==> config.mk <==
export PLATFORM = sky130hd
export DESIGN_NAME = mipmap_checker_pattern_generator
export DESIGN_NICKNAME = d
export VERILOG_FILES = /design/src/sv/mcpg_pkg.sv /design/src/sv/mcpg_front.sv /design/src/sv/mcpg_queue.sv /design/src/sv/mcpg_back.sv /design/src/sv/mipmap_checker_pattern_generator.sv
export SDC_FILE = /design/constraint.sdc
export NUM_CORES = 1
export LEC_CHECK = 0
export BUFFER_PORTS_ARGS = -buffer_cell sky130_fd_sc_hd__buf_2
export CAP_MARGIN = 30
export CORE_ASPECT_RATIO = 2
export CORE_MARGIN = 10
export CORE_UTILIZATION = 35
export DETAILED_ROUTE_END_ITERATION = 16
export SLEW_MARGIN = 20
export SYNTH_ARGS = -nofsm -noshare
export SYNTH_HDL_FRONTEND = slang
export SYNTH_SLANG_ARGS = --single-unit
==> constraint.sdc <==
create_clock -name clk -period 5.74 [get_ports clk]
set_input_delay 0.287 -clock clk [delete_from_list [all_inputs] [get_ports clk]]
set_output_delay 0.287 -clock clk [all_outputs]
set_load 0.01 [all_outputs]
==> src/sv/mcpg_pkg.sv <==
// ----------------------------------------------------------------------------
// mcpg_pkg
// shared types, constants and the level colour table of the mipmap
// checkerboard pattern generator
// ----------------------------------------------------------------------------
package mcpg_pkg;

  localparam int SIZE_W   = 14;
  localparam int COORD_W  = 13;
  localparam int LEVEL_W  = 4;
  localparam int COUNT_W  = 27;
  localparam int OFFSET_W = 29;
  localparam int COLOR_W  = 8;
  localparam int CFG_IDX_W = 2;

  localparam int DEF_GRID_SIZE  = 8;
  localparam int DEF_MAX_LEVELS = 14;

  localparam int QUEUE_DEPTH = 2;

  localparam logic [SIZE_W-1:0] SIZE_LIMIT = SIZE_W'(8192);
  localparam logic [SIZE_W-1:0] SIZE_RESET = SIZE_W'(256);

  typedef enum logic [CFG_IDX_W-1:0] {
    CFG_BASE_WIDTH  = 2'd0,
    CFG_BASE_HEIGHT = 2'd1
  } cfg_reg_t;

  typedef struct packed {
    logic                active;
    logic [LEVEL_W-1:0]  level;
    logic [COORD_W-1:0]  coord_s;
    logic [COORD_W-1:0]  coord_t;
    logic                parity;
    logic [COUNT_W-1:0]  texel_count;
    logic                level_end;
    logic                image_end;
  } scan_item_t;

  typedef struct packed {
    logic [COLOR_W-1:0] red;
    logic [COLOR_W-1:0] green;
    logic [COLOR_W-1:0] blue;
  } rgb_t;

  function automatic logic [SIZE_W-1:0] clamp_size(input logic [SIZE_W-1:0] v);
    logic [SIZE_W-1:0] r;
    r = v;
    if (v == '0) r = SIZE_W'(1);
    else if (v > SIZE_LIMIT) r = SIZE_LIMIT;
    return r;
  endfunction

  function automatic logic [SIZE_W-1:0] halve_size(input logic [SIZE_W-1:0] v);
    logic [SIZE_W-1:0] h;
    h = v >> 1;
    if (h == '0) h = SIZE_W'(1);
    return h;
  endfunction

  // foreground on even parity, background on odd parity
  function automatic rgb_t level_colour(input logic [LEVEL_W-1:0] level,
                                        input logic parity);
    rgb_t fg;
    rgb_t bg;
    unique case (level)
      4'd0:    fg = '{8'hff, 8'hff, 8'hff};
      4'd1:    fg = '{8'hff, 8'h00, 8'h00};
      4'd2:    fg = '{8'h00, 8'hff, 8'hff};
      4'd3:    fg = '{8'h00, 8'hff, 8'h00};
      4'd4:    fg = '{8'hff, 8'h00, 8'hff};
      4'd5:    fg = '{8'h00, 8'h00, 8'hff};
      4'd6:    fg = '{8'hff, 8'hff, 8'h00};
      4'd7:    fg = '{8'hff, 8'hff, 8'hff};
      4'd8:    fg = '{8'hff, 8'h00, 8'h00};
      4'd9:    fg = '{8'h00, 8'hff, 8'hff};
      4'd10:   fg = '{8'h00, 8'hff, 8'h00};
      4'd11:   fg = '{8'hff, 8'h00, 8'hff};
      4'd12:   fg = '{8'h00, 8'h00, 8'hff};
      default: fg = '{8'hff, 8'hff, 8'h00};
    endcase
    if (level > 4'd13) bg = '{8'hff, 8'hff, 8'hff};
    else if (level[0]) bg = '{8'hff, 8'hff, 8'hff};
    else bg = '{8'h00, 8'h00, 8'h00};
    return parity ? bg : fg;
  endfunction

endpackage

==> src/sv/mcpg_front.sv <==
// ----------------------------------------------------------------------------
// mcpg_front
// size registers and scan state: takes restart/advance transactions and
// pushes one classified texel descriptor per transaction into the queue
// ----------------------------------------------------------------------------
module mcpg_front #(
  parameter int GRID_SIZE  = mcpg_pkg::DEF_GRID_SIZE,
  parameter int MAX_LEVELS = mcpg_pkg::DEF_MAX_LEVELS
) (
  input  logic                             clk,
  input  logic                             rst_n,
  input  logic                             in_valid,
  output logic                             in_stall,
  input  logic                             in_restart,
  input  logic                             cfg_valid,
  output logic                             cfg_ready,
  input  logic [mcpg_pkg::CFG_IDX_W-1:0]   cfg_index,
  input  logic [mcpg_pkg::SIZE_W-1:0]      cfg_data,
  input  logic                             q_full,
  output logic                             q_push,
  output mcpg_pkg::scan_item_t             q_item
);

  localparam int SUB_W = (GRID_SIZE > 1) ? $clog2(GRID_SIZE) : 1;
  localparam logic [SUB_W-1:0] SUB_LAST = SUB_W'(GRID_SIZE - 1);
  localparam int LVL_CMP_W = mcpg_pkg::LEVEL_W + 1;
  localparam logic [LVL_CMP_W-1:0] LEVEL_LIMIT = LVL_CMP_W'(MAX_LEVELS);

  logic [mcpg_pkg::SIZE_W-1:0]  base_w_r, base_h_r;
  logic [mcpg_pkg::COORD_W-1:0] col_r, row_r, col_nxt, row_nxt;
  logic [SUB_W-1:0]             col_sub_r, row_sub_r, col_sub_nxt, row_sub_nxt;
  logic                         col_par_r, row_par_r, col_par_nxt, row_par_nxt;
  logic [mcpg_pkg::LEVEL_W-1:0] level_r, level_nxt;
  logic [mcpg_pkg::SIZE_W-1:0]  lw_r, lh_r, lw_nxt, lh_nxt;
  logic [mcpg_pkg::COUNT_W-1:0] cnt_r, cnt_nxt;
  logic                         fin_r, fin_nxt;

  logic [mcpg_pkg::COORD_W-1:0] e_col, e_row;
  logic [SUB_W-1:0]             e_col_sub, e_row_sub;
  logic                         e_col_par, e_row_par;
  logic [mcpg_pkg::LEVEL_W-1:0] e_level;
  logic [mcpg_pkg::SIZE_W-1:0]  e_lw, e_lh;
  logic [mcpg_pkg::COUNT_W-1:0] e_cnt;
  logic                         e_fin;
  logic                         last_col, last_row, last_level;
  logic                         accept;

  assign cfg_ready = 1'b1;
  assign in_stall  = q_full;
  assign accept    = in_valid && !in_stall;
  assign q_push    = accept;

  always_ff @(posedge clk) begin
    if (!rst_n) begin
      base_w_r <= mcpg_pkg::SIZE_RESET;
      base_h_r <= mcpg_pkg::SIZE_RESET;
    end else if (cfg_valid && cfg_ready) begin
      if (cfg_index == mcpg_pkg::CFG_BASE_WIDTH) base_w_r <= cfg_data;
      if (cfg_index == mcpg_pkg::CFG_BASE_HEIGHT) base_h_r <= cfg_data;
    end
  end

  // state as seen by this transaction, after an optional reload
  always_comb begin
    if (in_restart) begin
      e_col     = '0;
      e_row     = '0;
      e_col_sub = '0;
      e_row_sub = '0;
      e_col_par = 1'b0;
      e_row_par = 1'b0;
      e_level   = '0;
      e_lw      = mcpg_pkg::clamp_size(base_w_r);
      e_lh      = mcpg_pkg::clamp_size(base_h_r);
      e_cnt     = '0;
      e_fin     = 1'b0;
    end else begin
      e_col     = col_r;
      e_row     = row_r;
      e_col_sub = col_sub_r;
      e_row_sub = row_sub_r;
      e_col_par = col_par_r;
      e_row_par = row_par_r;
      e_level   = level_r;
      e_lw      = lw_r;
      e_lh      = lh_r;
      e_cnt     = cnt_r;
      e_fin     = fin_r;
    end
  end

  assign last_col   = ({1'b0, e_col} + mcpg_pkg::SIZE_W'(1)) >= e_lw;
  assign last_row   = ({1'b0, e_row} + mcpg_pkg::SIZE_W'(1)) >= e_lh;
  assign last_level = ((e_lw == mcpg_pkg::SIZE_W'(1)) && (e_lh == mcpg_pkg::SIZE_W'(1))) ||
                      (({1'b0, e_level} + LVL_CMP_W'(1)) >= LEVEL_LIMIT);

  always_comb begin
    q_item = '0;
    if (!e_fin) begin
      q_item.active      = 1'b1;
      q_item.level       = e_level;
      q_item.coord_s     = e_col;
      q_item.coord_t     = e_row;
      q_item.parity      = e_col_par ^ e_row_par ^ e_level[0];
      q_item.texel_count = e_cnt;
      q_item.level_end   = last_col && last_row;
      q_item.image_end   = last_col && last_row && last_level;
    end
  end

  always_comb begin
    col_nxt     = e_col;
    row_nxt     = e_row;
    col_sub_nxt = e_col_sub;
    row_sub_nxt = e_row_sub;
    col_par_nxt = e_col_par;
    row_par_nxt = e_row_par;
    level_nxt   = e_level;
    lw_nxt      = e_lw;
    lh_nxt      = e_lh;
    cnt_nxt     = e_cnt;
    fin_nxt     = e_fin;
    if (!e_fin) begin
      cnt_nxt = e_cnt + mcpg_pkg::COUNT_W'(1);
      if (!last_col) begin
        col_nxt = e_col + mcpg_pkg::COORD_W'(1);
        if (e_col_sub == SUB_LAST) begin
          col_sub_nxt = '0;
          col_par_nxt = !e_col_par;
        end else begin
          col_sub_nxt = e_col_sub + SUB_W'(1);
        end
      end else begin
        col_nxt     = '0;
        col_sub_nxt = '0;
        col_par_nxt = 1'b0;
        if (!last_row) begin
          row_nxt = e_row + mcpg_pkg::COORD_W'(1);
          if (e_row_sub == SUB_LAST) begin
            row_sub_nxt = '0;
            row_par_nxt = !e_row_par;
          end else begin
            row_sub_nxt = e_row_sub + SUB_W'(1);
          end
        end else begin
          row_nxt     = '0;
          row_sub_nxt = '0;
          row_par_nxt = 1'b0;
          if (last_level) begin
            fin_nxt = 1'b1;
          end else begin
            level_nxt = e_level + mcpg_pkg::LEVEL_W'(1);
            lw_nxt    = mcpg_pkg::halve_size(e_lw);
            lh_nxt    = mcpg_pkg::halve_size(e_lh);
          end
        end
      end
    end
  end

  always_ff @(posedge clk) begin
    if (!rst_n) begin
      col_r     <= '0;
      row_r     <= '0;
      col_sub_r <= '0;
      row_sub_r <= '0;
      col_par_r <= 1'b0;
      row_par_r <= 1'b0;
      level_r   <= '0;
      lw_r      <= mcpg_pkg::SIZE_RESET;
      lh_r      <= mcpg_pkg::SIZE_RESET;
      cnt_r     <= '0;
      fin_r     <= 1'b0;
    end else if (accept) begin
      col_r     <= col_nxt;
      row_r     <= row_nxt;
      col_sub_r <= col_sub_nxt;
      row_sub_r <= row_sub_nxt;
      col_par_r <= col_par_nxt;
      row_par_r <= row_par_nxt;
      level_r   <= level_nxt;
      lw_r      <= lw_nxt;
      lh_r      <= lh_nxt;
      cnt_r     <= cnt_nxt;
      fin_r     <= fin_nxt;
    end
  end

  a_image_end_ends_level: assert property (@(posedge clk) disable iff (!rst_n)
    q_push && q_item.image_end |-> q_item.level_end)
    else $error("image end without level end");

  a_finish_on_image_end: assert property (@(posedge clk) disable iff (!rst_n)
    q_push && q_item.image_end |=> fin_r)
    else $error("scan not finished after last texel");

endmodule

==> src/sv/mcpg_queue.sv <==
// ----------------------------------------------------------------------------
// mcpg_queue
// short descriptor queue between the scan front and the colour back end
// ----------------------------------------------------------------------------
module mcpg_queue (
  input  logic                 clk,
  input  logic                 rst_n,
  input  logic                 push,
  input  mcpg_pkg::scan_item_t push_item,
  input  logic                 pop,
  output logic                 full,
  output logic                 not_empty,
  output mcpg_pkg::scan_item_t head_item
);

  localparam int PTR_W = (mcpg_pkg::QUEUE_DEPTH > 1) ? $clog2(mcpg_pkg::QUEUE_DEPTH) : 1;
  localparam int CNT_W = $clog2(mcpg_pkg::QUEUE_DEPTH + 1);
  localparam logic [PTR_W-1:0] PTR_LAST = PTR_W'(mcpg_pkg::QUEUE_DEPTH - 1);

  mcpg_pkg::scan_item_t entry_r [mcpg_pkg::QUEUE_DEPTH];
  logic [PTR_W-1:0] wr_ptr_r, rd_ptr_r;
  logic [CNT_W-1:0] count_r, count_nxt;

  assign full      = (count_r == CNT_W'(mcpg_pkg::QUEUE_DEPTH));
  assign not_empty = (count_r != '0);
  assign head_item = entry_r[rd_ptr_r];

  always_comb begin
    count_nxt = count_r;
    if (push && !pop) count_nxt = count_r + CNT_W'(1);
    else if (pop && !push) count_nxt = count_r - CNT_W'(1);
  end

  always_ff @(posedge clk) begin
    if (push) entry_r[wr_ptr_r] <= push_item;
  end

  always_ff @(posedge clk) begin
    if (!rst_n) begin
      wr_ptr_r <= '0;
      rd_ptr_r <= '0;
      count_r  <= '0;
    end else begin
      if (push) wr_ptr_r <= (wr_ptr_r == PTR_LAST) ? '0 : wr_ptr_r + PTR_W'(1);
      if (pop) rd_ptr_r <= (rd_ptr_r == PTR_LAST) ? '0 : rd_ptr_r + PTR_W'(1);
      count_r <= count_nxt;
    end
  end

  a_no_push_when_full: assert property (@(posedge clk) disable iff (!rst_n)
    push |-> !full)
    else $error("push into full queue");

  a_no_pop_when_empty: assert property (@(posedge clk) disable iff (!rst_n)
    pop |-> not_empty)
    else $error("pop from empty queue");

endmodule

==> src/sv/mcpg_back.sv <==
// ----------------------------------------------------------------------------
// mcpg_back
// colour lookup and registered result stage
// ----------------------------------------------------------------------------
module mcpg_back (
  input  logic                              clk,
  input  logic                              rst_n,
  input  logic                              q_not_empty,
  input  mcpg_pkg::scan_item_t              q_item,
  output logic                              q_pop,
  output logic                              out_valid,
  input  logic                              out_stall,
  output logic                              out_active,
  output logic [mcpg_pkg::LEVEL_W-1:0]      out_level,
  output logic [mcpg_pkg::COORD_W-1:0]      out_coord_s,
  output logic [mcpg_pkg::COORD_W-1:0]      out_coord_t,
  output logic [mcpg_pkg::COLOR_W-1:0]      out_red,
  output logic [mcpg_pkg::COLOR_W-1:0]      out_green,
  output logic [mcpg_pkg::COLOR_W-1:0]      out_blue,
  output logic [mcpg_pkg::OFFSET_W-1:0]     out_byte_offset,
  output logic                              out_level_end,
  output logic                              out_image_end
);

  logic          valid_r;
  mcpg_pkg::rgb_t colour;
  mcpg_pkg::rgb_t rgb_r;
  mcpg_pkg::scan_item_t item_r;

  assign q_pop = q_not_empty && (!valid_r || !out_stall);

  always_comb begin
    colour = '0;
    if (q_item.active) colour = mcpg_pkg::level_colour(q_item.level, q_item.parity);
  end

  always_ff @(posedge clk) begin
    if (!rst_n) begin
      valid_r <= 1'b0;
    end else if (q_pop) begin
      valid_r <= 1'b1;
    end else if (!out_stall) begin
      valid_r <= 1'b0;
    end
  end

  always_ff @(posedge clk) begin
    if (q_pop) begin
      item_r <= q_item;
      rgb_r  <= colour;
    end
  end

  assign out_valid       = valid_r;
  assign out_active      = item_r.active;
  assign out_level       = item_r.level;
  assign out_coord_s     = item_r.coord_s;
  assign out_coord_t     = item_r.coord_t;
  assign out_red         = rgb_r.red;
  assign out_green       = rgb_r.green;
  assign out_blue        = rgb_r.blue;
  assign out_byte_offset = {item_r.texel_count, 2'b00};
  assign out_level_end   = item_r.level_end;
  assign out_image_end   = item_r.image_end;

  a_inactive_is_black: assert property (@(posedge clk) disable iff (!rst_n)
    out_valid && !out_active |-> (out_red == '0) && (out_byte_offset == '0))
    else $error("finished result carries data");

endmodule

==> src/sv/mipmap_checker_pattern_generator.sv <==
// ----------------------------------------------------------------------------
// mipmap_checker_pattern_generator
// checkerboard test pattern for a mipmapped rgba texture, one texel per
// transaction
// result path: each accepted transaction is registered in a queue entry and then
// in the back-end result register before it is presented at the outputs
// throughput: one texel per cycle while out_stall is low, sustained through the two-entry queue
// the scan front updates its counters once per accepted transaction
// reset: sizes return to 256 by 256 and the scan restarts at level zero
// ----------------------------------------------------------------------------
module mipmap_checker_pattern_generator #(
  parameter int GRID_SIZE  = mcpg_pkg::DEF_GRID_SIZE,
  parameter int MAX_LEVELS = mcpg_pkg::DEF_MAX_LEVELS
) (
  input  logic                              clk,
  input  logic                              rst_n,
  input  logic                              in_valid,
  output logic                              in_stall,
  input  logic                              in_restart,
  output logic                              out_valid,
  input  logic                              out_stall,
  output logic                              out_active,
  output logic [mcpg_pkg::LEVEL_W-1:0]      out_level,
  output logic [mcpg_pkg::COORD_W-1:0]      out_coord_s,
  output logic [mcpg_pkg::COORD_W-1:0]      out_coord_t,
  output logic [mcpg_pkg::COLOR_W-1:0]      out_red,
  output logic [mcpg_pkg::COLOR_W-1:0]      out_green,
  output logic [mcpg_pkg::COLOR_W-1:0]      out_blue,
  output logic [mcpg_pkg::OFFSET_W-1:0]     out_byte_offset,
  output logic                              out_level_end,
  output logic                              out_image_end,
  input  logic                              cfg_valid,
  output logic                              cfg_ready,
  input  logic [mcpg_pkg::CFG_IDX_W-1:0]    cfg_index,
  input  logic [mcpg_pkg::SIZE_W-1:0]       cfg_data
);

  logic                 q_full, q_push, q_pop, q_not_empty;
  mcpg_pkg::scan_item_t push_item, head_item;

  mcpg_front #(
    .GRID_SIZE  (GRID_SIZE),
    .MAX_LEVELS (MAX_LEVELS)
  ) u_front (
    .clk        (clk),
    .rst_n      (rst_n),
    .in_valid   (in_valid),
    .in_stall   (in_stall),
    .in_restart (in_restart),
    .cfg_valid  (cfg_valid),
    .cfg_ready  (cfg_ready),
    .cfg_index  (cfg_index),
    .cfg_data   (cfg_data),
    .q_full     (q_full),
    .q_push     (q_push),
    .q_item     (push_item)
  );

  mcpg_queue u_queue (
    .clk       (clk),
    .rst_n     (rst_n),
    .push      (q_push),
    .push_item (push_item),
    .pop       (q_pop),
    .full      (q_full),
    .not_empty (q_not_empty),
    .head_item (head_item)
  );

  mcpg_back u_back (
    .clk             (clk),
    .rst_n           (rst_n),
    .q_not_empty     (q_not_empty),
    .q_item          (head_item),
    .q_pop           (q_pop),
    .out_valid       (out_valid),
    .out_stall       (out_stall),
    .out_active      (out_active),
    .out_level       (out_level),
    .out_coord_s     (out_coord_s),
    .out_coord_t     (out_coord_t),
    .out_red         (out_red),
    .out_green       (out_green),
    .out_blue        (out_blue),
    .out_byte_offset (out_byte_offset),
    .out_level_end   (out_level_end),
    .out_image_end   (out_image_end)
  );

endmodule
### Word-level counts from Yosys, hierarchy flattened

Memories as Yosys holds them, arrays and structs flattened. A register that Yosys moved wholly into a read port is not among the register bits.
Cells that the tools add are included.

| storage, ports and cells | value |
|---|---|
| register bits | 211 |
| latch bits | 0 |
| memory bits (writable) | 122 |
| ROM bits | 384 |
| input bits | 22 |
| output and inout bits | 89 |
| logic and storage cells | 149 |
| memories | 2 |

| cells by class | value |
|---|---|
| add/subtract/negate cells | 13 |
| multipliers | 0 |
| div/mod/pow operators | 0 |
| $lt $le $gt $ge | 6 |
| equality and inequality tests | 7 |
| shift-type cells | 0 |
| mux-type cells | 67 |
| bitwise gates (word level) | 2 |
| reduce and logical (&&, ||, !) cells | 25 |

Memories:

| name | words | bits a word | rd ports | clocked after Yosys merged registers in | wr ports | line | RTL |
|---|---|---|---|---|---|---|---|
| (name not given) | 16 | 24 | 1 | 0 | 0 | mcpg_pkg.sv:66 | `unique case (level)` |
| u_queue.entry_r | 2 | 61 | 1 | 1 | 1 | mcpg_queue.sv:20 | `mcpg_pkg::scan_item_t entry_r [mcpg_pkg::QUEUE_DEPTH];` |

Operators with widths:

| kind | number |
|---|---|
| $mux W14 | 14 |
| $mux W13 | 9 |
| $mux W24 | 3 |
| $mux W61 | 1 |
| $logic_not A14 Y1 | 4 |
| $mux W27 | 2 |
| $add A13 B1 Y14 const B | 2 |
| $eq A14 B1 Y1 const B | 2 |
| $ge A14 B14 Y1 | 2 |
| $gt A14 B14 Y1 const B | 2 |
| $add A27 B1 Y27 const B | 1 |
| $mux W3 | 9 |
| $add A13 B1 Y13 const B | 2 |
| $mux W1 | 22 |
| $mux W4 | 5 |
| $logic_and A1 B1 Y1 | 7 |
| $logic_not A1 Y1 | 7 |
| $add A3 B1 Y3 const B | 2 |
| $eq A3 B3 Y1 const B | 2 |
| $add A4 B1 Y5 const B | 1 |
| $ge A5 B4 Y1 const B | 1 |
| $add A4 B1 Y4 const B | 1 |
| $gt A4 B4 Y1 const B | 1 |
| $mux W2 | 2 |
| 11 further kinds | 16 |

### Logic depth before layout (Yosys ltp)

Gate-level depths: netlist (run 1).

| logic depth | value |
|---|---|
| depth in word-level cells | 11 |
| gate-level depth with buffers | 23 |
| depth with buffers taken out | 15 |

### By module

A second synthesis (run 1) with hierarchy kept.

| second synthesis, totals | value |
|---|---|
| cell total of the unflattened synthesis | 1347 |
| area, all modules | 14722.9 µm² |

Modules (own cells, without submodules):

| module | times used | cells an instance | area an instance (µm²) | sequential area each (µm²) |
|---|---|---|---|---|
| mcpg_front | 1 | 1020 | 7767.4 | 2442.3 |
| mcpg_queue | 1 | 212 | 4644.5 | 3763.6 |
| mcpg_back | 1 | 115 | 2311.0 | 1911.8 |

### Worst setup path after synthesis (run 1)

Ideal clock, no wire load.

| timing path | value |
|---|---|
| path kind | input-to-reg |
| start | in in_restart |
| end | reg u_front.row_par_r |
| setup time | 116 ps |
| arrival | 4255 ps |
| required time | 5624 ps |
| slack | 1369 ps |
| stages | 22 |
| path buffers | 7 |
| cell sequence | buf_2 buf_2 buf_2 buf_1 clkbuf_1 buf_1 nor2b_1 ha_1 nand3_1 nor4_1 nand3_1 xor2_1 nor2_1 ha_1 nand4_1 nor2_1 o21ai_0 o21ai_0 clkbuf_1 o21ai_0 a211o_1 o211a_1 |

| between the ends | value |
|---|---|
| word-level cells in the longest chain between the ends | 6 |
| elaborated cells between the ends (all ways) | 17 |
| those cells by class | 2 x add/sub; 2 x order compare; 1 x eq/ne; 11 x mux; 1 x reduce/logical |

Ends and longest elaborated chain:

| element | line | RTL |
|---|---|---|
| from (decl) | mipmap_checker_pattern_generator.sv:19 | `input logic in_restart,` |
| $mux W13 (tied with other cells) | mcpg_front.sv:65 | `if (in_restart) begin` |
| $add A13 B1 Y14 (tied with other cells) | mcpg_front.sv:93 | `assign last_row = ({1'b0, e_row} + mcpg_pkg::SIZE_W'(1)) >= e_lh;` |
| $ge A14 B14 Y1 or $mux W1 (tied branches) | mcpg_front.sv:93, mcpg_front.sv:139 |  |
| $mux W1 | mcpg_front.sv:137 | `if (!last_row) begin` |
| $mux W1 | mcpg_front.sv:125 | `if (!last_col) begin` |
| $mux W1 (*) | mcpg_front.sv:123 | `if (!e_fin) begin` |
| to (signal assigned) | mcpg_front.sv:180 | `row_par_r <= row_par_nxt;` |
| to (decl) | mcpg_front.sv:32 | `logic col_par_r, row_par_r, col_par_nxt, row_par_nxt;` |

Mark *: on every way between the ends. The rest lies on a longest branch, timed or not.
A chain may end at the register's enable or synchronous reset.

### Final worst setup path (run 1)

| timing path | value |
|---|---|
| start | reg u_front.base_h_r[0] (netlist name) |
| end | reg u_front.lw_r[8] (netlist name) |

| between the ends | value |
|---|---|
| word-level cells in the longest chain between the ends | 11 |
| elaborated cells between the ends (all ways) | 13 |
| those cells by class | 2 x order compare; 1 x eq/ne; 7 x mux; 3 x reduce/logical |

Ends and longest elaborated chain:

| element | line | RTL |
|---|---|---|
| from (decl) | mcpg_front.sv:29 | `logic [mcpg_pkg::SIZE_W-1:0] base_w_r, base_h_r;` |
| from (signal assigned) | mcpg_front.sv:56 | `base_h_r <= mcpg_pkg::SIZE_RESET;` |
| from (signal assigned) | mcpg_front.sv:59 | `if (cfg_index == mcpg_pkg::CFG_BASE_HEIGHT) base_h_r <= cfg_data;` |
| $gt A14 B14 Y1 | mcpg_pkg.sv:50 | `else if (v > SIZE_LIMIT) r = SIZE_LIMIT;` |
| $mux W14 | mcpg_pkg.sv:50 |  |
| $mux W14 (*) | mcpg_pkg.sv:49 | `if (v == '0) r = SIZE_W'(1);` |
| $mux W14 (*) | mcpg_front.sv:65 |  |
| branches (longest 4 deep; another with $ge A14 B14 Y1) | n/a |  |
| $mux W14 (*) | mcpg_front.sv:137 |  |
| $mux W14 (*) | mcpg_front.sv:125 |  |
| $mux W14 (*) | mcpg_front.sv:123 |  |
| to (signal assigned) | mcpg_front.sv:170 | `lw_r <= mcpg_pkg::SIZE_RESET;` |
| to (signal assigned) | mcpg_front.sv:182 | `lw_r <= lw_nxt;` |
| to (decl) | mcpg_front.sv:34 | `logic [mcpg_pkg::SIZE_W-1:0] lw_r, lh_r, lw_nxt, lh_nxt;` |

Every way passes the cells marked *.

==> results of run 1 <==
power by group:
part           internal [mW]  leakage (nW)  total (mW)  switching (mW)
combinational          0.530          2.73        1.43           0.904
clock                  0.962         0.402        1.79           0.826
sequential              2.87          2.81        3.03           0.155
flip-flops by register name, summed over array words and instances (netlist names), 2 cells and up, named ones only:
register and count:
u_front.row_sub_r 3, u_back.out_level 4, u_queue.entry_r 122, u_back.out_coord_t 13
u_back.out_coord_s 13, u_front.cnt_r 27, u_queue.count_r 2, u_front.lh_r 14
u_front.col_r 13, u_back.out_byte_offset 27, u_front.col_sub_r 3, u_front.level_r 4
u_front.base_w_r 14, u_front.lw_r 14, u_front.base_h_r 14, u_front.row_r 13
metal layers:
layer | wire, um | up-vias | global-route usage (%)
met5 | 0 | - | 0
met4 | 1283 | 0 | 6.147
met3 | 1630 | 84 | 1.780
met2 | 17330 | 240 | 23.75
met1 | 13870 | 4828 | 14.90
li1 | - | 4891 | -
layout make-up:
cell class                      count  area, sq um
Fill cell                        3893        24570
Clock buffer                       33        698.2
Antenna cell                        1        2.502
Inverter                           48        180.2
Tap cell                          535        669.4
Multi-Input combinational cell    868         5612
Clock inverter                     16        147.6
Timing Repair Buffer              144        862.1
Sequential cell                   313         8119
worst max path at each step:
stage,cells after the start,endpoint
6_report,13,u_front.lw_r[8]$_SDFFE_PN1P_
5_1_grt,16,u_front.row_r[3]$_SDFFE_PN0P_
4_1_cts,13,u_front.lw_r[8]$_SDFFE_PN1P_
3_5_place_dp,17,u_front.row_sub_r[2]$_SDFFE_PN0P_
3_3_place_gp,17,u_front.row_r[10]$_SDFFE_PN0P_
2_1_floorplan,22,u_front.row_par_r$_SDFFE_PN0P_
cell usage after synthesis, drive strengths merged (5+ instances only):
cell type,instances
edfxtp,185
nand2,140
dfxtp,128
nor2,89
a21oi,72
nand3,66
and2,64
mux2,56
o21ai,56
clkbuf,55
inv,47
ha,44
buf,42
xor2,25
and3,19
nor3,19
nor2b,18
xnor2,18
nor4,15
a22oi,14
a22o,13
nand4,11
mux2i,10
nand2b,10
and4,9
o211ai,9
a31oi,8
o21a,7
o311ai,7
o32ai,7
a211o,5
nand3b,5
logic make-up after synthesis:
| kind of cell | share of synthesized area, % |
|---|---|
| simple gates | 16.92 |
| flops | 56.40 |
| compound gates | 10.37 |
| buf+inv | 4.720 |
| mux | 5.103 |
| fa+ha+maj | 3.825 |
| xor+xnor | 2.616 |
| other cells | 0.05218 |
metrics by stage:
stage                     hold slack (ns)  std cells
after global routing              0.03162       1957
after detailed placement           0.4414       1894
after global placement             0.4337       1892
after floorplan                    0.4110       1326
after CTS                        0.002025       1956
final                             0.01975       1958
repair_timing:
item                       in CTS  in global routing
setup endpoints to repair       0                  0
hold buffers                   13                  0
hold endpoints to repair       18                  0
tightest hold or removal path, cell delays in order:
cell     delay (ns)
buf_2          0.13
nand2_1        0.06
a21oi_1        0.05
==> reports/metrics.yaml, run 1 <==
die-area_sq_mm: 0.05013
synth_enable_flop_cells: 185
hold_viol_final: 0
status: "complete, no violations"
wl_per_cell_um: 17.42
min_to: "u_front.base_w_r[6]$_SDFFE_PN0P_"
first_global_vias: 10150
crit_path_end_kind: "flop"
overflow: 0
r2r-start: "u_front.base_h_r[0]$_SDFFE_PN0P_"
post-cts-setup-buffers: 0
finalWorstSetupSlack_ns: 1.509
period_share_pct: 73.71
cp-startpoint: "u_front.base_h_r[0]$_SDFFE_PN0P_"
track_usage_pct: 13.19
setup-tns-final_ns: 0
worstPathMaxFanout: 20
cts_tree: "yes"
die_h_um: 306.8
leakage_nw: 5.942
gp_congestion: 0.8483
area_delta_synth_final_pct: 13.18
port_buffers: 107
clock_latency_ns: 0.56
peakVddDrop_mv: 0.1687
criticalPathCategory: "flop to flop"
start_util_pct: 35.23
yosys.area.top_type: "edfxtp_1"
r2r_cells: 13
cts_max_path_buffers: 3
fmax_ghz: 0.2364
ios: 111
root_buffer: "clkbuf_16"
ant_nets: 0
placed_area_sq_mm: 0.01529
min_from: "cfg_data[6]"
viasPerCell: 5.129
fin_crit_ns: 4.231
dr.pass1.iters: 8
synth_cell_types: 81
hold_class: "input port to flop"
layout_common_cells: "edfxtp_1, nand2_1, dfxtp_1, buf_2, nor2_1"
hpwl_um: 24020
cp_common_cell: "nand4_1"
reg2reg_slack_ns: 1.51
final_common_cell: "edfxtp_1"
rsz0062_at_grt: "no"
drcViolationCount: 0
post_cts_resized: 0
routed_wl_um: 34120
worst_pin_slew_ns: 0.9117
seq_area_frac_synth_pct: 56.40
ys_ff_latch: 313
yosysTopAreaCellShare_pct: 38.60
reg2reg_to: "u_front.lw_r[8]$_SDFFE_PN1P_"
grt_max_degree: 62
path_cells: "nor4_1, nand4_1, xor2_1, nand3_1, o21ai_0, inv_1, ha_1, nand4_1, o41ai_1, a221o_1, and4_4, mux2_4, o21ai_2"
cts_buffers: 27
antenna_found_initial: 0
netlist_top_cells_area: "edfxtp_1, dfxtp_1, mux2_2"
cp_top_family: "simple AND/OR/NAND/NOR gates"
num_vias: 10040
place_ws_ns: 1.362
maxCapViolCount: 0
syn_inst: 1325
fin_util_pct: 39.87
setup_violations: 0
p_total_mw: 6.250
design.core.area_sq_mm: 0.04086
slew_headroom_pct: 39.22
die_x_um: 163.4
cpMaxStageDelayCell: "and4_4"
critPathLaunchType: "flop"
clock_skew_ns: 0.02821
drive_gt1_share_pct: 17.79
drv_slew: 0
async_reset_ff_share_pct: 0
clkTransAtPathRegs_ns: 0.07
grt_pass1_wl_um: 54230
h-tree-depth: 1
pwr_density_cell_mw_per_mm2: 383.7
drtIter0Drc: 589
slowest_delay_ns: 0.54
hold_depth: 3
synth-main-ff-cell: "edfxtp_1"
path_buf_inv: 1
cts_num_sinks: 313
rows: 105
ys_warn_count: 0
cp_data_required_time_ns: 6.24
arrival_ns: 4.73
fin_area_sq_mm: 0.01629
syn_area_sq_mm: 0.01439
syn_avg_cell_area_sq_um: 10.86
finish.net_count: 1468
Note: power is estimated with default switching activity, not from simulation.
==> run 2, diff against run 1 <==
Clock period 5.74 ns to 4.35 ns, I/O delays scaled along.
==> reports/metrics.yaml, run 2 (synthesis results as in run 1) <==
reg2reg_slack_ns: 0.37  # was 1.51 ns
design.core.area_sq_mm: 0.04086  # unchanged
hold_class: "input port to flop"  # unchanged
drive_gt1_share_pct: 18.89  # was 17.79%
criticalPathCategory: "flop to flop"  # unchanged
port_buffers: 107  # unchanged
die_x_um: 163.4  # unchanged
cts_buffers: 27  # unchanged
maxCapViolCount: 0  # unchanged
final_common_cell: "edfxtp_1"  # unchanged
viasPerCell: 5.137  # was 5.129
die-area_sq_mm: 0.05013  # unchanged
n_antenna_cell: 0  # was 1
largest_register: "u_queue.entry_r"  # unchanged
fin_util_pct: 40.21  # was 39.87%
num_vias: 10120  # was 10,040
ios: 111  # unchanged
finish.net_count: 1480  # was 1,468
cp_data_required_time_ns: 4.81  # was 6.24 ns
clock_skew_ns: 0.01169  # was 0.02821 ns
grt_pass1_wl_um: 54050  # was 54,230 um
routed_wl_um: 33880  # was 34,120 um
rsz0062_at_grt: "no"  # unchanged
grt_max_degree: 52  # was 62
cts_tree: "yes"  # unchanged
clkTransAtPathRegs_ns: 0.08  # was 0.07 ns
fmax_ghz: 0.2509  # was 0.2364 GHz
multiInputGateArea_sq_mm: 0.005619  # was 0.005612 sq mm
drv_slew: 0  # unchanged
drtIter0Drc: 563  # was 589
crit_path_end_kind: "flop"  # unchanged
cts_num_sinks: 313  # unchanged
cts_max_path_buffers: 3  # unchanged
first_global_vias: 10300  # was 10,150
h-tree-depth: 1  # unchanged
arrival_ns: 4.44  # was 4.73 ns
slew_headroom_pct: 42.54  # was 39.22%
rows: 105  # unchanged
largest_register_ff_count: 122  # unchanged
period_share_pct: 91.61  # was 73.71%
clock_latency_ns: 0.56  # about the same
drcViolationCount: 0  # unchanged
critPathLaunchType: "flop"  # unchanged
dr.pass1.iters: 5  # was 8
p_total_mw: 8.311  # was 6.250 mW
worst_pin_slew_ns: 0.8620  # was 0.9117 ns
leakage_nw: 6.037  # was 5.942 nW
die_h_um: 306.8  # unchanged
start_util_pct: 35.23  # unchanged
antenna_found_initial: 2  # was 0
gp_congestion: 0.8976  # was 0.8483
hpwl_um: 24340  # was 24,020 um
wl_per_cell_um: 17.20  # was 17.42 um
overflow: 0  # unchanged
setup_violations: 0  # unchanged
setup-tns-final_ns: 0  # unchanged
track_usage_pct: 13.08  # was 13.19%
status: "complete, no violations"  # unchanged
layout_common_cells: "edfxtp_1, nand2_1, dfxtp_1, buf_2, nor2_1"  # unchanged
hold_viol_final: 0  # unchanged
pwr_density_cell_mw_per_mm2: 505.8  # was 383.7 mW/mm^2
worstPathMaxFanout: 25  # was 20
ant_nets: 0  # unchanged
peakVddDrop_mv: 0.3171  # was 0.1687 mV
root_buffer: "clkbuf_16"  # unchanged
area_delta_synth_final_pct: 14.15  # was 13.18%
fin_crit_ns: 3.985  # was 4.231 ns
regArea_sq_mm: 0.008119  # unchanged
fillers: 3892  # was 3,893
==> run 2: changes by cell type in the layout (fill, tap and decap cells not counted), sizes merged <==
| cell | delta |
|---|---|
| buf | +10 |
| inv | +6 |
| clkbuf | -2 |
| clkinvlp | -2 |
| dlygate4sd3 | +2 |
| clkinv | -1 |
| diode | -1 |
==> run 2: path summary, 6_finish.rpt <==
check | start | to | depth (start not counted)
setup / recovery | u_front.base_h_r[6]$_SDFFE_PN0P_ | u_front.lw_r[7]$_SDFFE_PN0P_ | 16
hold / removal | rst_n | u_front.level_r[2]$_SDFFE_PN0P_ | 3
setup reg to reg | u_front.base_h_r[6]$_SDFFE_PN0P_ | u_front.lw_r[7]$_SDFFE_PN0P_ | 16
hold reg to reg | u_front.col_sub_r[2]$_SDFFE_PN0P_ | u_front.col_sub_r[2]$_SDFFE_PN0P_ | 2
==> run 2: cell type report <==
type / instances / area share, %
tap: 535 / 4.074
clock inverter: 19 / 1.089
multi-input combinational: 868 / 34.20
sequential: 313 / 49.41
clock buffer: 31 / 4.325
timing repair buffer: 156 / 5.803
inverter: 48 / 1.097
==> run 2: critical path: stages, from the launching register on <==
cell and delay (ns):
dfxtp_1 0.33, nor4_1 0.39, nand4_1 0.22, xor2_2 0.32, nand3_1 0.12, o21ai_0 0.20, inv_1 0.10, ha_1 0.32
a211o_1 0.26, a21oi_1 0.18, a221oi_1 0.12, a221o_1 0.53, nand4_1 0.16, buf_4 0.29, buf_4 0.19, nand2_1 0.04
o311ai_0 0.09
==> run 2: layer usage <==
layer | vias up | routed length [um] | global-route usage [%]
li1 | 4906 | - | -
met1 | 4840 | 13350 | 14.49
met2 | 292 | 17440 | 23.73
met3 | 77 | 1765 | 1.847
met4 | 4 | 1305 | 6.295
met5 | - | 29 | 0
==> run 2: repair_timing <==
item | in CTS | in global routing
endpoints found under the hold margin | 28 | 0
setup buffers | 0 | 0
resized for setup | 0 | 1
hold buffers | 15 | 0
setup endpoints to repair | 0 | 17
==> run 2: stage by stage <==
step                      setup WS [ns]  hold slack (ns)  std cells  cell area, sq um
after floorplan                 0.04824           0.3415       1326             14400
after global placement           0.4774           0.4331       1904             15360
after detailed placement         0.3407           0.4460       1904             15360
after CTS                        0.3415           0.1209       1969             16400
after global routing           0.002728           0.1371       1970             16430
final                            0.3651           0.1473       1970             16430
==> run 2: power breakdown <==
part | total [mW] | leakage, nW | switching (mW) | internal [mW]
Sequential | 3.99 | 2.81 | 0.204 | 3.79
Clock | 2.44 | 0.440 | 1.12 | 1.32
Combinational | 1.88 | 2.78 | 1.18 | 0.705
Total | 8.31 | 6.04 | 2.50 | 5.81
==> run 3, diff against run 2 <==
Settings changed: ABC_CLOCK_PERIOD_IN_PS set to 4350, BUFFER_PORTS_ARGS -buffer_cell sky130_fd_sc_hd__buf_2 to not set, DONT_BUFFER_PORTS set to 1, SYNTH_HIERARCHICAL set to 1.
==> reports/metrics.yaml, run 3 <==
status: "complete, no violations"  # unchanged
path_buf_inv: 0  # was 3
grt_max_degree: 72  # was 52
final_common_cell: "edfxtp_1"  # unchanged
setup-tns-final_ns: 0  # unchanged
h-tree-depth: 1  # unchanged
syn_avg_cell_area_sq_um: 10.93  # was 10.86 sq um
ios: 111  # unchanged
drv_slew: 0  # unchanged
yosysTopAreaCellShare_pct: 37.73  # was 38.60%
cpMaxStageDelayCell: "nor2_1"  # was a221o_1
drtIter0Drc: 570  # was 563
cp_common_cell: "nand3_1"
path_cells: "nor2b_1, ha_1, nand3_1, nor4_4, nand3_1, xor2_1, nor2_1, ha_1, nand4_1, a21oi_1, nand2_1, o211ai_1, nand3_1, nor2_1, o311ai_0"  # was nor4_1, nand4_1, xor2_2, nand3_1, o21ai_0, inv_1, ha_1, a211o_1, a21oi_1, a221oi_1, a221o_1, nand4_1, buf_4, buf_4, nand2_1, o311ai_0
final_cells: 1891  # was 1,970
worstPathMaxFanout: 9  # was 25
arrival_ns: 4.43  # was 4.44 ns
overflow: 0  # unchanged
peakVddDrop_mv: 0.2485  # was 0.3171 mV
critPathLaunchType: "flop"  # unchanged
layout_common_cells: "edfxtp_1, nand2_1, dfxtp_1, nor2_1, a21oi_1"  # was edfxtp_1, nand2_1, dfxtp_1, buf_2, nor2_1
start_util_pct: 35.24  # was 35.23%
r2r-start: "u_front/row_r[0]$_SDFFE_PN0P_"  # was u_front.base_h_r[6]$_SDFFE_PN0P_
wl_per_cell_um: 19.33  # was 17.20 um
syn_area_sq_mm: 0.01472  # was 0.01439 sq mm
gp_congestion: 0.9143  # was 0.8976
cts_buffers: 28  # was 27
hpwl_um: 25780  # was 24,340 um
root_buffer: "clkbuf_16"  # unchanged
finish.net_count: 1395  # was 1,480
reg2reg_to: "u_front/lh_r[11]$_SDFFE_PN0P_"  # was u_front.lw_r[7]$_SDFFE_PN0P_
path_depth: 15  # was 16
rsz0062_at_grt: "no"  # unchanged
largest_register: "u_queue/entry_r"  # was u_queue.entry_r
track_usage_pct: 14.00  # was 13.08%
num_vias: 10110  # was 10,120
routed_wl_um: 36550  # was 33,880 um
largest_register_ff_count: 122  # unchanged
clock_latency_ns: 0.56  # about the same
synth_enable_flop_cells: 185  # unchanged
fin_crit_ns: 4.031  # was 3.985 ns
design.core.area_sq_mm: 0.04178  # was 0.04086 sq mm
async_reset_ff_share_pct: 0  # unchanged
clock_skew_ns: 0.01487  # was 0.01169 ns
cts_num_sinks: 313  # unchanged
slowest_delay_ns: 0.53  # about the same
viasPerCell: 5.345  # was 5.137
setup_violations: 0  # unchanged
antenna_found_initial: 0  # was 2
cts_max_path_buffers: 3  # unchanged
fin_util_pct: 39.30  # was 40.21%
leakage_nw: 5.759  # was 6.037 nW
fmax_ghz: 0.2481  # was 0.2509 GHz
die-area_sq_mm: 0.05117  # was 0.05013 sq mm
grt_pass1_wl_um: 57100  # was 54,050 um
drive_gt1_share_pct: 13.10  # was 18.89%
hold_depth: 2  # was 3
cp_data_required_time_ns: 4.75  # was 4.81 ns
synth_cell_types: 88  # was 81
fillers: 4052  # was 3,892
endpoint: "u_front/lh_r[11]$_SDFFE_PN0P_"  # was u_front.lw_r[7]$_SDFFE_PN0P_
ys_warn_count: 6  # was 0
dr.pass1.iters: 5  # unchanged
yosys.area.top_type: "edfxtp_1"  # unchanged
syn_inst: 1347  # was 1,325
ant_nets: 0  # unchanged
holdWs_ns: 0.03706  # was 0.1473 ns
hold_class: "input port to flop"  # unchanged
rows: 106  # was 105
criticalPathCategory: "flop to flop"  # unchanged
dp_cells: 1814  # was 1,904
cp-startpoint: "u_front/row_r[0]$_SDFFE_PN0P_"  # was u_front.base_h_r[6]$_SDFFE_PN0P_
ys_ff_latch: 313  # unchanged
drcViolationCount: 0  # unchanged
period_share_pct: 92.67  # was 91.61%
n_antenna_cell: 0  # unchanged
worst_pin_slew_ns: 0.8019  # was 0.8620 ns
netlist_top_cells_area: "edfxtp_1, dfxtp_1, mux2_2"  # unchanged
post-cts-setup-buffers: 0  # unchanged
ys_top_cells_by_count: "edfxtp_1, nand2_1, dfxtp_1"  # unchanged
slew_headroom_pct: 46.54  # was 42.54%
area_delta_synth_final_pct: 11.51  # was 14.15%
die_h_um: 310.1  # was 306.8 um
cts_tree: "yes"  # unchanged
synthMostInstantiatedCell: "edfxtp_1"  # unchanged
pwr_density_cell_mw_per_mm2: 500.6  # was 505.8 mW/mm^2
hold_viol_final: 0  # unchanged
port_buffers: 0  # was 107
fin_area_sq_mm: 0.01642  # was 0.01643 sq mm
cp_top_family: "simple AND/OR/NAND/NOR gates"  # was compound AO/OA/AOI/OAI gates
clkTransAtPathRegs_ns: 0.07  # was 0.08 ns
maxCapViolCount: 0  # unchanged
die_x_um: 165.0  # was 163.4 um
r2r_cells: 15  # was 16
synth-main-ff-cell: "edfxtp_1"  # unchanged
first_global_vias: 10360  # was 10,300
crit_path_end_kind: "flop"  # unchanged
placed_area_sq_mm: 0.01510  # was 0.01536 sq mm
seq_area_frac_synth_pct: 55.14  # was 56.40%
reg2reg_slack_ns: 0.32  # was 0.37 ns
==> run 3: changes by cell type in the layout (fill, tap and decap cells not counted), sizes merged, moves of 8 or more <==
cell | before | now
buf | 141 | 36
inv | 55 | 14
nor2b | 18 | 35
o21ai | 56 | 41
a22o | 13 | 1
o311ai | 7 | 19
nand2 | 140 | 151
a21oi | 72 | 82
mux2 | 56 | 64
==> run 3: layout make-up <==
class                      instances  area [sq um]  area share (%)
inverter                          15         57.56          0.3506
clock inverter                    14         225.2           1.372
timing repair buffer              57         565.5           3.445
clock buffer                      38         779.5           4.748
tap                              540         675.6           4.116
multi-input combinational        914          5995           36.51
sequential                       313          8119           49.46
==> run 3: metal layers <==
metal  routed length, um  global-route usage [%]  part of all wire, %
met5                   0                       0                    0
met4                1662                   6.989                  4.5
met3                1498                   1.747                  4.1
met2               20300                   27.22                   56
met1               13090                   13.94                   36
==> run 3: repair_timing <==
| item | CTS | global route |
|---|---|---|
| endpoints found under the hold margin | 97 | 8 |
| hold buffers | 22 | 1 |
| gates resized for setup | 0 | 0 |
==> run 3: metrics by stage <==
step                      setup WS [ns]  power, mW
after global placement           0.5117      5.518
after CTS                        0.3400      8.318
after floorplan                 0.05378      5.269
after detailed placement         0.3726      5.559
final                            0.3188      8.218
after global routing            0.01241      8.590
==> run 3: power by group <==
| group | internal (mW) | total, mW | switching [mW] |
|---|---|---|---|
| Combinational | 0.483 | 1.26 | 0.779 |
| Clock | 1.61 | 2.70 | 1.09 |
| Sequential | 3.79 | 4.25 | 0.459 |
==> run 3: worst min path at each step <==
stage / startpoint / endpoint / slack, ns
after floorplan: rst_n / u_queue/wr_ptr_r$_SDFFE_PN0P_ / 0.34
after global placement: rst_n / u_front/base_w_r[8]$_SDFFE_PN1P_ / 0.31
after detailed placement: rst_n / u_front/base_h_r[8]$_SDFFE_PN1P_ / 0.31
after CTS: rst_n / u_queue/wr_ptr_r$_SDFFE_PN0P_ / 0.007
after global routing: rst_n / u_queue/wr_ptr_r$_SDFFE_PN0P_ / 0.03
final: rst_n / u_queue/wr_ptr_r$_SDFFE_PN0P_ / 0.04
==> run 3: kinds of logic after synthesis <==
family	count (synthesis)	synth area share, %
simple gates	520	18.36
flops	313	55.14
compound gates	232	10.28
buf+inv	121	4.385
mux	68	5.252
xor+xnor	47	2.796
fa+ha+maj	44	3.739
other cells	2	0.05101
